### config.mk
export PLATFORM = sky130hd
export DESIGN_NAME = fifo_queue_indexed_removal
export DESIGN_NICKNAME = d
export VERILOG_FILES = /design/src/fqir_pkg.sv /design/src/fqir_ram.sv /design/src/fqir_ctrl.sv /design/src/fifo_queue_indexed_removal.sv
export VERILOG_INCLUDE_DIRS = /design/src /design/src/src
export SDC_FILE = /design/constraint.sdc
export NUM_CORES = 1
export LEC_CHECK = 0
export BUFFER_PORTS_ARGS = -buffer_cell sky130_fd_sc_hd__buf_2
export CAP_MARGIN = 20
export CELL_PAD_IN_SITES_DETAIL_PLACEMENT = 0
export CELL_PAD_IN_SITES_GLOBAL_PLACEMENT = 1
export CORE_ASPECT_RATIO = 0.7
export CORE_MARGIN = 10
export CORE_UTILIZATION = 53
export DETAILED_ROUTE_END_ITERATION = 7
export GPL_ROUTABILITY_DRIVEN = 0
export PLACE_DENSITY = 0.78
export SYNTH_ARGS = -nofsm -noshare
export SYNTH_HDL_FRONTEND = slang
export SYNTH_SLANG_ARGS = --single-unit
### constraint.sdc
create_clock -name clk -period 5.5 [get_ports clk]
set_clock_uncertainty 0.2 [all_clocks]
set_input_delay 1.1 -clock clk [delete_from_list [all_inputs] [get_ports clk]]
set_output_delay 1.1 -clock clk [all_outputs]
set_load 0.02 [all_outputs]
### src/assert_macros.svh
// Assertion macros shared by the RTL files that carry concurrent checks.
`ifndef ASSERT_MACROS_SVH
`define ASSERT_MACROS_SVH

// Clocked check, switched off while reset is held.
`define FQIR_ASSERT_CLK(lbl, prop, msg) \
  lbl: assert property (@(posedge clk) disable iff (!rst_n) prop) \
    else $error(msg);

// Clocked check that also covers the reset cycles.
`define FQIR_ASSERT_ALWAYS(lbl, prop, msg) \
  lbl: assert property (@(posedge clk) prop) \
    else $error(msg);

`endif

### src/fqir_pkg.sv
// Package: sizes, codes and shared types of the indexed-removal queue.
package fqir_pkg;

  // Storage geometry (DEPTH must be a power of two: slots wrap by truncation)
  localparam int DEPTH      = 16;
  localparam int ITEM_WIDTH = 32;
  localparam int PTR_W      = $clog2(DEPTH);
  localparam int CNT_W      = $clog2(DEPTH + 1);
  localparam int IDX_W      = CNT_W + 1;

  // Transaction field widths
  localparam int MODE_W     = 2;
  localparam int ITEM_F_W   = 32;
  localparam int POS_W      = 4;
  localparam int STATUS_W   = 2;
  localparam int OCC_W      = 5;
  localparam int CMP_W      = (CNT_W > POS_W) ? CNT_W : POS_W;

  // Bus widths, rounded up to whole bytes
  localparam int IN_TDATA_W  = ((ITEM_F_W + POS_W + 7) / 8) * 8;
  localparam int IN_PAD_W    = IN_TDATA_W - ITEM_F_W - POS_W;
  localparam int OUT_TDATA_W = ((STATUS_W + ITEM_F_W + OCC_W + 7) / 8) * 8;
  localparam int OUT_PAD_W   = OUT_TDATA_W - STATUS_W - ITEM_F_W - OCC_W;

  typedef enum logic [MODE_W-1:0] {
    MODE_ENQ    = 2'd0,
    MODE_DEQ    = 2'd1,
    MODE_PEEK   = 2'd2,
    MODE_REMOVE = 2'd3
  } mode_t;

  typedef enum logic [STATUS_W-1:0] {
    ST_OK    = 2'd0,
    ST_RANGE = 2'd1,
    ST_FULL  = 2'd2
  } status_t;

  typedef enum logic [1:0] {
    S_IDLE,
    S_READ,
    S_SHIFT,
    S_RESP
  } ctrl_state_t;

  // One response of the queue
  typedef struct packed {
    status_t               status;
    logic [ITEM_F_W-1:0]   item;
    logic [OCC_W-1:0]      occupancy;
  } result_t;

  // Request to the storage RAM
  typedef struct packed {
    logic                  we;
    logic [PTR_W-1:0]      waddr;
    logic [ITEM_WIDTH-1:0] wdata;
    logic                  re;
    logic [PTR_W-1:0]      raddr;
  } mem_req_t;

  // Physical slot of a position counted from the head
  function automatic logic [PTR_W-1:0] slot_of(input logic [PTR_W-1:0] head,
                                               input logic [PTR_W-1:0] ofs);
    slot_of = head + ofs;
  endfunction

endpackage

### src/fqir_ram.sv
// Simple dual-port RAM: one write port, one read port with registered data.
module fqir_ram #(
  parameter int DEPTH_P = 16,
  parameter int WIDTH_P = 32
) (
  input  logic                       clk,
  input  logic                       we,
  input  logic [$clog2(DEPTH_P)-1:0] waddr,
  input  logic [WIDTH_P-1:0]         wdata,
  input  logic                       re,
  input  logic [$clog2(DEPTH_P)-1:0] raddr,
  output logic [WIDTH_P-1:0]         rdata
);

  logic [WIDTH_P-1:0] mem [DEPTH_P];

  // Write port
  always_ff @(posedge clk) begin
    if (we) begin
      mem[waddr] <= wdata;
    end
  end

  // Read port, registered data
  always_ff @(posedge clk) begin
    if (re) begin
      rdata <= mem[raddr];
    end
  end

endmodule

### src/fqir_ctrl.sv
// Queue sequencer: head/count registers, RAM accesses and gap compaction.
module fqir_ctrl (
  input  logic                                clk,
  input  logic                                rst_n,
  input  logic                                in_valid,
  output logic                                in_ready,
  input  fqir_pkg::mode_t                     in_mode,
  input  logic [fqir_pkg::ITEM_F_W-1:0]       in_item,
  input  logic [fqir_pkg::POS_W-1:0]          in_position,
  output logic                                res_valid,
  input  logic                                res_ready,
  output fqir_pkg::result_t                   res,
  output fqir_pkg::mem_req_t                  mem_req,
  input  logic [fqir_pkg::ITEM_WIDTH-1:0]     mem_rdata
);
  import fqir_pkg::*;

  ctrl_state_t          state_r, state_nxt;
  logic [PTR_W-1:0]     head_r, head_nxt;
  logic [CNT_W-1:0]     count_r, count_nxt;
  logic [PTR_W-1:0]     k_r, k_nxt;
  mode_t                mode_r, mode_nxt;
  status_t              status_r, status_nxt;
  logic [ITEM_F_W-1:0]  item_r, item_nxt;
  logic [POS_W-1:0]     eff_pos;
  logic                 out_of_range;

  // Control registers
  always_ff @(posedge clk) begin
    if (!rst_n) begin
      state_r <= S_IDLE;
      head_r  <= '0;
      count_r <= '0;
    end else begin
      state_r <= state_nxt;
      head_r  <= head_nxt;
      count_r <= count_nxt;
    end
  end

  // Per-transaction working registers
  always_ff @(posedge clk) begin
    k_r      <= k_nxt;
    mode_r   <= mode_nxt;
    status_r <= status_nxt;
    item_r   <= item_nxt;
  end

  // Dequeue always addresses the head
  assign eff_pos      = (in_mode == MODE_DEQ) ? '0 : in_position;
  assign out_of_range = CMP_W'(eff_pos) >= CMP_W'(count_r);

  // Next state, RAM requests and response
  always_comb begin
    state_nxt     = state_r;
    head_nxt      = head_r;
    count_nxt     = count_r;
    k_nxt         = k_r;
    mode_nxt      = mode_r;
    status_nxt    = status_r;
    item_nxt      = item_r;
    in_ready      = 1'b0;
    res_valid     = 1'b0;
    mem_req.we    = 1'b0;
    mem_req.waddr = slot_of(head_r, k_r);
    mem_req.wdata = mem_rdata;
    mem_req.re    = 1'b0;
    mem_req.raddr = slot_of(head_r, k_r);
    unique case (state_r)
      S_IDLE: begin
        in_ready = 1'b1;
        if (in_valid) begin
          mode_nxt = in_mode;
          item_nxt = '0;
          if (in_mode == MODE_ENQ) begin
            if (count_r == CNT_W'(DEPTH)) begin
              status_nxt = ST_FULL;
            end else begin
              mem_req.we    = 1'b1;
              mem_req.waddr = slot_of(head_r, PTR_W'(count_r));
              mem_req.wdata = in_item[ITEM_WIDTH-1:0];
              count_nxt     = count_r + CNT_W'(1);
              status_nxt    = ST_OK;
            end
            state_nxt = S_RESP;
          end else if (out_of_range) begin
            status_nxt = ST_RANGE;
            state_nxt  = S_RESP;
          end else begin
            mem_req.re    = 1'b1;
            mem_req.raddr = slot_of(head_r, PTR_W'(eff_pos));
            k_nxt         = PTR_W'(eff_pos);
            status_nxt    = ST_OK;
            state_nxt     = S_READ;
          end
        end
      end
      S_READ: begin
        // Target entry arrives; start compaction when removing inside the queue
        item_nxt = ITEM_F_W'(mem_rdata);
        if (mode_r == MODE_PEEK) begin
          state_nxt = S_RESP;
        end else if (k_r == '0) begin
          head_nxt  = head_r + PTR_W'(1);
          count_nxt = count_r - CNT_W'(1);
          state_nxt = S_RESP;
        end else if (IDX_W'(k_r) + IDX_W'(1) < IDX_W'(count_r)) begin
          mem_req.re    = 1'b1;
          mem_req.raddr = slot_of(head_r, k_r + PTR_W'(1));
          state_nxt     = S_SHIFT;
        end else begin
          count_nxt = count_r - CNT_W'(1);
          state_nxt = S_RESP;
        end
      end
      S_SHIFT: begin
        // Entry k+1 moves down into slot k; fetch k+2 meanwhile
        mem_req.we = 1'b1;
        k_nxt      = k_r + PTR_W'(1);
        if (IDX_W'(k_r) + IDX_W'(2) < IDX_W'(count_r)) begin
          mem_req.re    = 1'b1;
          mem_req.raddr = slot_of(head_r, k_r + PTR_W'(2));
        end else begin
          count_nxt = count_r - CNT_W'(1);
          state_nxt = S_RESP;
        end
      end
      S_RESP: begin
        res_valid = 1'b1;
        if (res_ready) begin
          state_nxt = S_IDLE;
        end
      end
      default: begin
        state_nxt = S_IDLE;
      end
    endcase
  end

  assign res.status    = status_r;
  assign res.item      = item_r;
  assign res.occupancy = OCC_W'(count_r);

endmodule

### src/fifo_queue_indexed_removal.sv
// Top level of the ordered queue with indexed peek and removal.
//
// Input channel (in_*): one request per transaction. in_tuser carries the
// mode (enqueue, dequeue head, peek at position, remove at position);
// in_tdata carries the item word and the position counted from the head.
// Output channel (out_*): exactly one response per request, in order,
// holding a status, the item returned and the occupancy after the request.
// Requests are handled one at a time. Enqueue, and any request refused
// for range or fullness, goes from acceptance straight to the response
// state; dequeue and peek first pass through a RAM read state. Removal
// inside the queue closes the gap one entry per cycle through the single
// RAM read/write port pair. A new request is taken while the last response
// still waits in the output register. If the receiver stalls, the finished
// response is held in the sequencer and the input stays not ready.
// Reset empties the queue (head and count to zero) and drops any response;
// the storage RAM is not cleared and needs no clearing pass.
`include "assert_macros.svh"

module fifo_queue_indexed_removal (
  input  logic                                 clk,
  input  logic                                 rst_n,
  input  logic                                 in_tvalid,
  output logic                                 in_tready,
  input  logic [fqir_pkg::IN_TDATA_W-1:0]      in_tdata,  // item_in, position, zero pad
  input  logic [fqir_pkg::MODE_W-1:0]          in_tuser,  // mode
  output logic                                 out_tvalid,
  input  logic                                 out_tready,
  output logic [fqir_pkg::OUT_TDATA_W-1:0]     out_tdata  // status, item_out, occupancy, pad
);
  import fqir_pkg::*;

  logic                  res_valid;
  logic                  res_ready;
  result_t               res;
  mem_req_t              mem_req;
  logic [ITEM_WIDTH-1:0] mem_rdata;
  logic                  out_valid_r, out_valid_nxt;
  result_t               out_q_r;

  fqir_ctrl u_ctrl (
    .clk         (clk),
    .rst_n       (rst_n),
    .in_valid    (in_tvalid),
    .in_ready    (in_tready),
    .in_mode     (mode_t'(in_tuser)),
    .in_item     (in_tdata[ITEM_F_W-1:0]),
    .in_position (in_tdata[ITEM_F_W+POS_W-1:ITEM_F_W]),
    .res_valid   (res_valid),
    .res_ready   (res_ready),
    .res         (res),
    .mem_req     (mem_req),
    .mem_rdata   (mem_rdata)
  );

  fqir_ram #(
    .DEPTH_P (DEPTH),
    .WIDTH_P (ITEM_WIDTH)
  ) u_ram (
    .clk   (clk),
    .we    (mem_req.we),
    .waddr (mem_req.waddr),
    .wdata (mem_req.wdata),
    .re    (mem_req.re),
    .raddr (mem_req.raddr),
    .rdata (mem_rdata)
  );

  // Output register
  assign res_ready = !out_valid_r || out_tready;

  always_comb begin
    out_valid_nxt = out_valid_r;
    if (res_ready) begin
      out_valid_nxt = res_valid;
    end
  end

  always_ff @(posedge clk) begin
    if (!rst_n) begin
      out_valid_r <= 1'b0;
    end else begin
      out_valid_r <= out_valid_nxt;
    end
  end

  always_ff @(posedge clk) begin
    if (res_ready && res_valid) begin
      out_q_r <= res;
    end
  end

  assign out_tvalid = out_valid_r;
  assign out_tdata  = {{OUT_PAD_W{1'b0}}, out_q_r.occupancy, out_q_r.item, out_q_r.status};

  // Checks
  `FQIR_ASSERT_CLK(a_busy_after_accept,
    in_tvalid && in_tready |=> !in_tready,
    "request taken while busy")
  `FQIR_ASSERT_CLK(a_full_at_depth,
    out_tvalid && out_q_r.status == ST_FULL |-> out_q_r.occupancy == OCC_W'(DEPTH),
    "full status below depth")
  `FQIR_ASSERT_CLK(a_refused_no_item,
    out_tvalid && out_q_r.status != ST_OK |-> out_q_r.item == '0,
    "refused request returned an item")
  `FQIR_ASSERT_ALWAYS(a_reset_drops_resp,
    !rst_n |=> !out_tvalid,
    "response survived reset")

endmodule
==> results of run 1 <==
metrics by stage:
stage | util, % | power [mW] | std cells
6_report | 60.3 | 19.0 | 2358
5_1_grt | 60.3 | 19.9 | 2358
4_1_cts | 60.3 | 19.1 | 2357
3_5_place_dp | 56.7 | 15.3 | 2257
3_3_place_gp | 56.7 | 15.1 | 2257
2_1_floorplan | - | 12.9 | 1543
layout make-up:
class	instances	area share [%]
Clock inverter	27	0.804
Multi-Input combinational cell	810	23.6
Clock buffer	73	5.17
Sequential cell	635	64.1
Tap cell	665	2.81
Timing Repair Buffer	126	3.31
Inverter	21	0.266
Antenna cell	1	0.00846
layout by cell type, fill, tap and decap left out, types with 6 or more instances in the layout:
master and n:
dfxtp_1 12, inv_1 21, xor2_1 11, buf_2 82, mux2_2 100, nor2_1 12, buf_12 19, a22oi_1 32
o21ai_0 8, nand3_1 35, nand2b_1 6, and2_1 38, clkinv_1 10, nand2_1 82, nor2_4 20, a21oi_1 18
clkbuf_16 59, clkbuf_1 14, a21o_1 11, ha_1 37, o211ai_1 66, clkinv_2 8, fa_1 6, buf_4 25
xnor2_1 10, edfxtp_1 623, nor2b_1 7, mux2i_1 260
layer usage:
layer | track usage [%] | up-vias
met1 | 28.0 | 6946
met2 | 29.5 | 394
met4 | 4.48 | 0
li1 | - | 6219
met3 | 3.39 | 81
met5 | 0 | -
power breakdown:
part           total [mW]  internal [mW]  leakage (nW)  switching, mW
logic                8.15           3.15          3.83           4.99
registers            7.03           6.81          5.76          0.218
clock network        3.81           2.14         0.856           1.67
total                19.0           12.1          10.4           6.88
kinds of logic after synthesis:
logic type               count (synthesis)
AO/OA/AOI/OAI                          164
AND/OR/NAND/NOR                        219
XOR/XNOR                                23
adder cells (fa/ha/maj)                 43
buffers and inverters                   98
multiplexers                           360
flip-flops                             635
other                                    1
state kept, by name, summed over array words and instances, names as in the netlist:
name,count
u_ctrl.mode_r,2
u_ctrl.item_r,32
out_tvalid,1
u_ctrl.state_r,2
u_ctrl.head_r,4
out_tdata,39
u_ctrl.count_r,5
u_ram.rdata,32
u_ctrl.status_r,2
u_ram.mem,512
u_ctrl.k_r,4
final timing paths:
| check | startpoint | end | slack (ns) | depth (start not counted) |
|---|---|---|---|---|
| worst max register to register | u_ctrl.k_r[1] | u_ram.rdata[15] | 0.76 | 13 |
| worst min-delay path | u_ctrl.item_r[26] | out_tdata[28] | 0.22 | 0 |
| worst min register to register | u_ctrl.item_r[26] | out_tdata[28] | 0.22 | 0 |
| worst max-delay path | u_ctrl.k_r[1] | u_ram.rdata[15] | 0.76 | 13 |
==> results.sh, run 1 <==
export IMPL_clockBufferDepth=3
export IMPL_wl_met1_mm=26.8
export IMPL_relSlewSlack_pct=31.3
export IMPL_antenna_left=0
export IMPL_status="finished, final reports clean"
export IMPL_place_ws_ns=0.648
export IMPL_leakagePower_nw=10.4
export IMPL_fin_area_um2=29600
export IMPL_clkTransAtPathRegs_ns=0.07
export IMPL_seq_area_um2=18900
export IMPL_synth_xor_area_share_pct=0.875
export IMPL_die_height_um=206
export IMPL_vias_per_cell=5.78
export IMPL_yosys_area_share_adder_pct=2.23
export IMPL_synth_top_family_by_area="multiplexers"
export IMPL_num_fill_cells=3592
export IMPL_synthMuxAreaShare_pct=14.3
export IMPL_avgSynthCellArea_um2=17.0
export IMPL_drt_initial_drc_count=1178
export IMPL_final_setup_viol_count=0
export IMPL_nets=1741
export IMPL_synth_nets=1632
export IMPL_cts_htree_levels=2
export IMPL_crit_path_top_delay_cell="nor4_1"
export IMPL_clock_latency_ns=0.61
export IMPL_synth_compound_area_share_pct=4.53
export IMPL_cts_resized=0
export IMPL_ys_seq_elements=635
export IMPL_wire_per_inst_um=24.3
export IMPL_cp_cell_sequence="inv_1, ha_1, ha_1, a21boi_1, o2111a_1, nor4_1, a32oi_1, a21oi_1, a21oi_1, nor2_4, buf_4, o211ai_1, nand3_1"
export IMPL_hold_path_class="flop to flop"
export IMPL_max_vdd_ir_drop_uv=594
export IMPL_multi_input_area_um2=6980
export IMPL_synthSimpleGateAreaFrac_pct=3.98
export IMPL_grt_max_degree=70
export IMPL_p_per_area_nw_per_um2=642
export IMPL_synth_top_flop_cell="edfxtp_1"
export IMPL_synth_enable_flop_cells=623
export IMPL_final_max_slew_violation_count=0
export IMPL_numCtsBuffers=58
export IMPL_yosys_area_top_type="edfxtp_1"
export IMPL_rsz0062_at_grt="no"
export IMPL_yosysMostFrequentCell="edfxtp_1"
export IMPL_period_share_pct=86.2
export IMPL_cts_tree="done"
export IMPL_worstSetupPathType="flop to flop"
export IMPL_path_buf_inv=2
export IMPL_synth_top_area_share_pct=71.5
export IMPL_fin_ws_ns=0.762
export IMPL_track_usage_pct=19.1
export IMPL_cts_setup_buffers=0
export IMPL_die_width_um=286
export IMPL_critPathMaxFanout=19
export IMPL_whs_ns=0.216
export IMPL_syn_area_um2=26200
export IMPL_synth_async_sr_flop_share_pct=0
export IMPL_synth_seq_area_share_pct=72.4
export IMPL_drc=0
export IMPL_max_clock_freq_ghz=0.211
export IMPL_fin_crit_ns=4.74
export IMPL_first_pass_iters=5
export IMPL_synth_top_cells_by_count="edfxtp_1, mux2i_1, mux2_2"
export IMPL_dpl_hpwl_mm=32.4
export IMPL_met2_length_mm=25.9
export IMPL_grt_overflow_total=0
export IMPL_wl_met3_mm=3.69
export IMPL_hold_viol=0
export IMPL_wl_mm=57.3
export IMPL_root_buffer="clkbuf_16"
export IMPL_antenna_found_initial=1
export IMPL_top_level_ports=88
export IMPL_yosysUniqueCellTypes=52
export IMPL_clkSinkCount=635
export IMPL_synthCells=1543
export IMPL_required_ns=5.77
export IMPL_cp_start_kind="flop"
export IMPL_max_cap_violations=0
export IMPL_grt_first_pass_wirelength_mm=84.0
export IMPL_cp_end_kind="flop"
export IMPL_die_area_um2=58800
export IMPL_placed_area_um2=27800
export IMPL_top_layer_used="met4"
export IMPL_worstPathArrival_ns=5.01
export IMPL_final_layout_size_suffix_gt1_share_pct=19.4
export IMPL_yosysWarnings=0
export IMPL_rows=68
export IMPL_grt_pass1_vias=13200
export IMPL_port_buffers=82
export IMPL_max_slew_worst_pin_slew_ns=1.03
export IMPL_tns_ns=0
export IMPL_start_util_pct=53.3
export IMPL_syn_to_final_growth_pct=13.1
export IMPL_slowest_delay_ns=0.66
export IMPL_cpLargestDelayFamily="simple AND/OR/NAND/NOR gates"
export IMPL_vias=13600
export IMPL_holdBufCountCts=0
export IMPL_ys_top_cells_by_area="edfxtp_1, mux2i_1, mux2_2, o211ai_1, ha_1"
export IMPL_coreArea_um2=49100
Power figures use the tool's default switching activity.
==> run 2, diff against run 1 <==
--- a/config.mk
+++ b/config.mk
@@ -10,9 +10,9 @@
 export CAP_MARGIN = 20
 export CELL_PAD_IN_SITES_DETAIL_PLACEMENT = 0
 export CELL_PAD_IN_SITES_GLOBAL_PLACEMENT = 1
-export CORE_ASPECT_RATIO = 0.7
 export CORE_MARGIN = 10
 export CORE_UTILIZATION = 53
+export CTS_BUF_LIST = sky130_fd_sc_hd__clkbuf_8 sky130_fd_sc_hd__clkbuf_16
 export DETAILED_ROUTE_END_ITERATION = 7
 export GPL_ROUTABILITY_DRIVEN = 0
 export PLACE_DENSITY = 0.78
==> results.sh, run 2 (synthesis gave the netlist of run 1 again) <==
export IMPL_status="finished, final reports clean"
export IMPL_relSlewSlack_pct=32.0
export IMPL_fin_area_um2=30000
export IMPL_power_total_mw=19.5
export IMPL_final_common_cell="edfxtp_1"
export IMPL_port_buffers=82
export IMPL_reg2reg_depth=13
export IMPL_final_layout_size_suffix_gt1_share_pct=20.4
export IMPL_combPwrFrac_pct=42.4
export IMPL_r2r_end="u_ram.rdata[1]"
export IMPL_drt_initial_drc_count=1168
export IMPL_max_cap_violations=0
export IMPL_worstSetupPathType="flop to flop"
export IMPL_placed_area_um2=27900
export IMPL_holdBufCountCts=0
export IMPL_rows=81
export IMPL_rsz0062_at_grt="no"
export IMPL_critPathMaxFanout=64
export IMPL_cp_cell_sequence="inv_1, ha_1, ha_1, a21boi_1, o2111a_1, nor4_1, mux2i_1, a221o_4, buf_12, mux2i_1, mux2i_1, a22oi_1, nand3_1"
export IMPL_endpoint="u_ram.rdata[1]"
export IMPL_worstPathArrival_ns=4.65
export IMPL_cts_htree_levels=3
export IMPL_die_area_um2=58700
export IMPL_nets=1760
export IMPL_cp_start_kind="flop"
export IMPL_max_slew_worst_pin_slew_ns=1.01
export IMPL_slowest_delay_ns=0.52
export IMPL_die_height_um=242
export IMPL_cts_tree="done"
export IMPL_path_buf_inv=2
export IMPL_largest_reg_flops=512
export IMPL_antenna_found_initial=0
export IMPL_top_level_ports=88
export IMPL_first_pass_iters=6
export IMPL_largest_register="u_ram.mem"
export IMPL_p_int_mw=12.5
export IMPL_grt_pass1_vias=14000
export IMPL_clock_latency_ns=0.58
export IMPL_root_buffer="clkbuf_16"
export IMPL_syn_to_final_growth_pct=14.5
export IMPL_pwr_share_clk_pct=21.5
export IMPL_p_per_area_nw_per_um2=651
export IMPL_coreArea_um2=48800
export IMPL_power_switching_mw=6.98
export IMPL_final_max_slew_violation_count=0
export IMPL_track_usage_pct=19.2
export IMPL_grt_max_degree=69
export IMPL_max_clock_freq_ghz=0.220
export IMPL_critPathLaunch="u_ctrl.k_r[1]"
export IMPL_r2r_start="u_ctrl.k_r[1]"
export IMPL_cpLargestDelayFamily="compound AO/OA/AOI/OAI gates"
export IMPL_clockBufferDepth=3
export IMPL_wl_mm=57.1
export IMPL_period_share_pct=82.5
export IMPL_reg2reg_slack_ns=0.96
export IMPL_tns_ns=0
export IMPL_clkSinkCount=635
export IMPL_final_setup_viol_count=0
export IMPL_fin_crit_ns=4.54
export IMPL_hold_viol=0
export IMPL_numCtsBuffers=67
export IMPL_antenna_cells=0
export IMPL_dpl_hpwl_mm=33.6
export IMPL_grt_overflow_total=0
export IMPL_hold_path_class="flop to flop"
export IMPL_cts_resized=0
export IMPL_crit_top_cell="mux2i_1"
export IMPL_cts_setup_buffers=0
export IMPL_die_width_um=242
export IMPL_leakagePower_nw=10.7
export IMPL_drc=0
export IMPL_clkTransAtPathRegs_ns=0.06
export IMPL_vias_per_cell=5.80
export IMPL_max_vdd_ir_drop_uv=405
export IMPL_grt_first_pass_wirelength_mm=85.5
export IMPL_start_util_pct=53.6
export IMPL_cp_end_kind="flop"
export IMPL_most_common_layout_cells="edfxtp_1, mux2i_1, mux2_2"
export IMPL_path_depth=13
export IMPL_crit_path_top_delay_cell="edfxtp_1"
export IMPL_antenna_left=0
export IMPL_seq_power_share_pct=36.1
export IMPL_required_ns=5.61
export IMPL_wire_per_inst_um=24.0
export IMPL_switching_share_pct=35.8
export IMPL_vias=13800
run 2: cell count changes in the layout (fill, tap and decap cells not counted), moves of 2 or more:
cell,previous run,this run
buf_12,19,21
buf_4,25,33
clkbuf_1,14,0
clkbuf_16,59,70
clkinv_2,8,12
clkinv_4,1,3
clkinvlp_4,3,0
inv_1,21,38
run 2: worst register-to-register path, cell delays in order (launching register included):
cell and delay (ns):
edfxtp_1 0.52, inv_1 0.15, ha_1 0.38, ha_1 0.30
a21boi_1 0.13, o2111a_1 0.29, nor4_1 0.49, mux2i_1 0.27
a221o_4 0.34, buf_12 0.42, mux2i_1 0.28, mux2i_1 0.09
a22oi_1 0.30, nand3_1 0.13
run 2: cell type report:
| class | count | area, um^2 |
|---|---|---|
| multi-input combinational | 810 | 6980 |
| fill | 3614 | 18900 |
| clock buffer | 70 | 1750 |
| clock inverter | 45 | 290 |
| tap | 664 | 831 |
| inverter | 21 | 78.8 |
| sequential | 635 | 18900 |
| timing repair buffer | 136 | 1080 |
run 2: stage by stage:
step	util (%)	worst slack (ns)	hold WS (ns)	std cells
6_report	61.3	0.962	0.216	2381
4_1_cts	61.3	0.937	0.218	2381
3_3_place_gp	57.1	0.521	0.202	2266
2_1_floorplan	-	0.812	0.200	1543
3_5_place_dp	57.1	0.460	0.205	2266
5_1_grt	61.3	0.663	0.224	2381
run 2: metal layers:
| layer | global-route usage, % | up-vias | wire (um) |
|---|---|---|---|
| li1 | - | 6273 | - |
| met3 | 3.42 | 108 | 3510 |
| met4 | 6.75 | 0 | 1540 |
| met2 | 30.6 | 418 | 27000 |
| met1 | 26.3 | 7009 | 25000 |
| met5 | 0 | - | 0 |
run 2: power by group through the flow:
stage / registers (mW) / clock network [mW] / logic [mW]
floorplan: 7.10 / 0 / 5.80
global placement: 7.11 / 0 / 8.14
detailed placement: 7.13 / 0 / 8.30
CTS: 7.04 / 4.28 / 8.33
global route: 7.08 / 4.48 / 8.95
finish: 7.03 / 4.19 / 8.27
run 2: how the worst min path moves through the flow:
stage	start	to	slack (ns)	cells past startpoint
2_1_floorplan	u_ctrl.status_r[0]	out_tdata[0]	0.20	0
3_3_place_gp	u_ctrl.item_r[13]	out_tdata[15]	0.20	0
3_5_place_dp	u_ctrl.item_r[12]	out_tdata[14]	0.20	0
4_1_cts	u_ctrl.item_r[13]	out_tdata[15]	0.22	0
5_1_grt	u_ctrl.item_r[13]	out_tdata[15]	0.22	0
6_report	u_ctrl.item_r[13]	out_tdata[15]	0.22	0
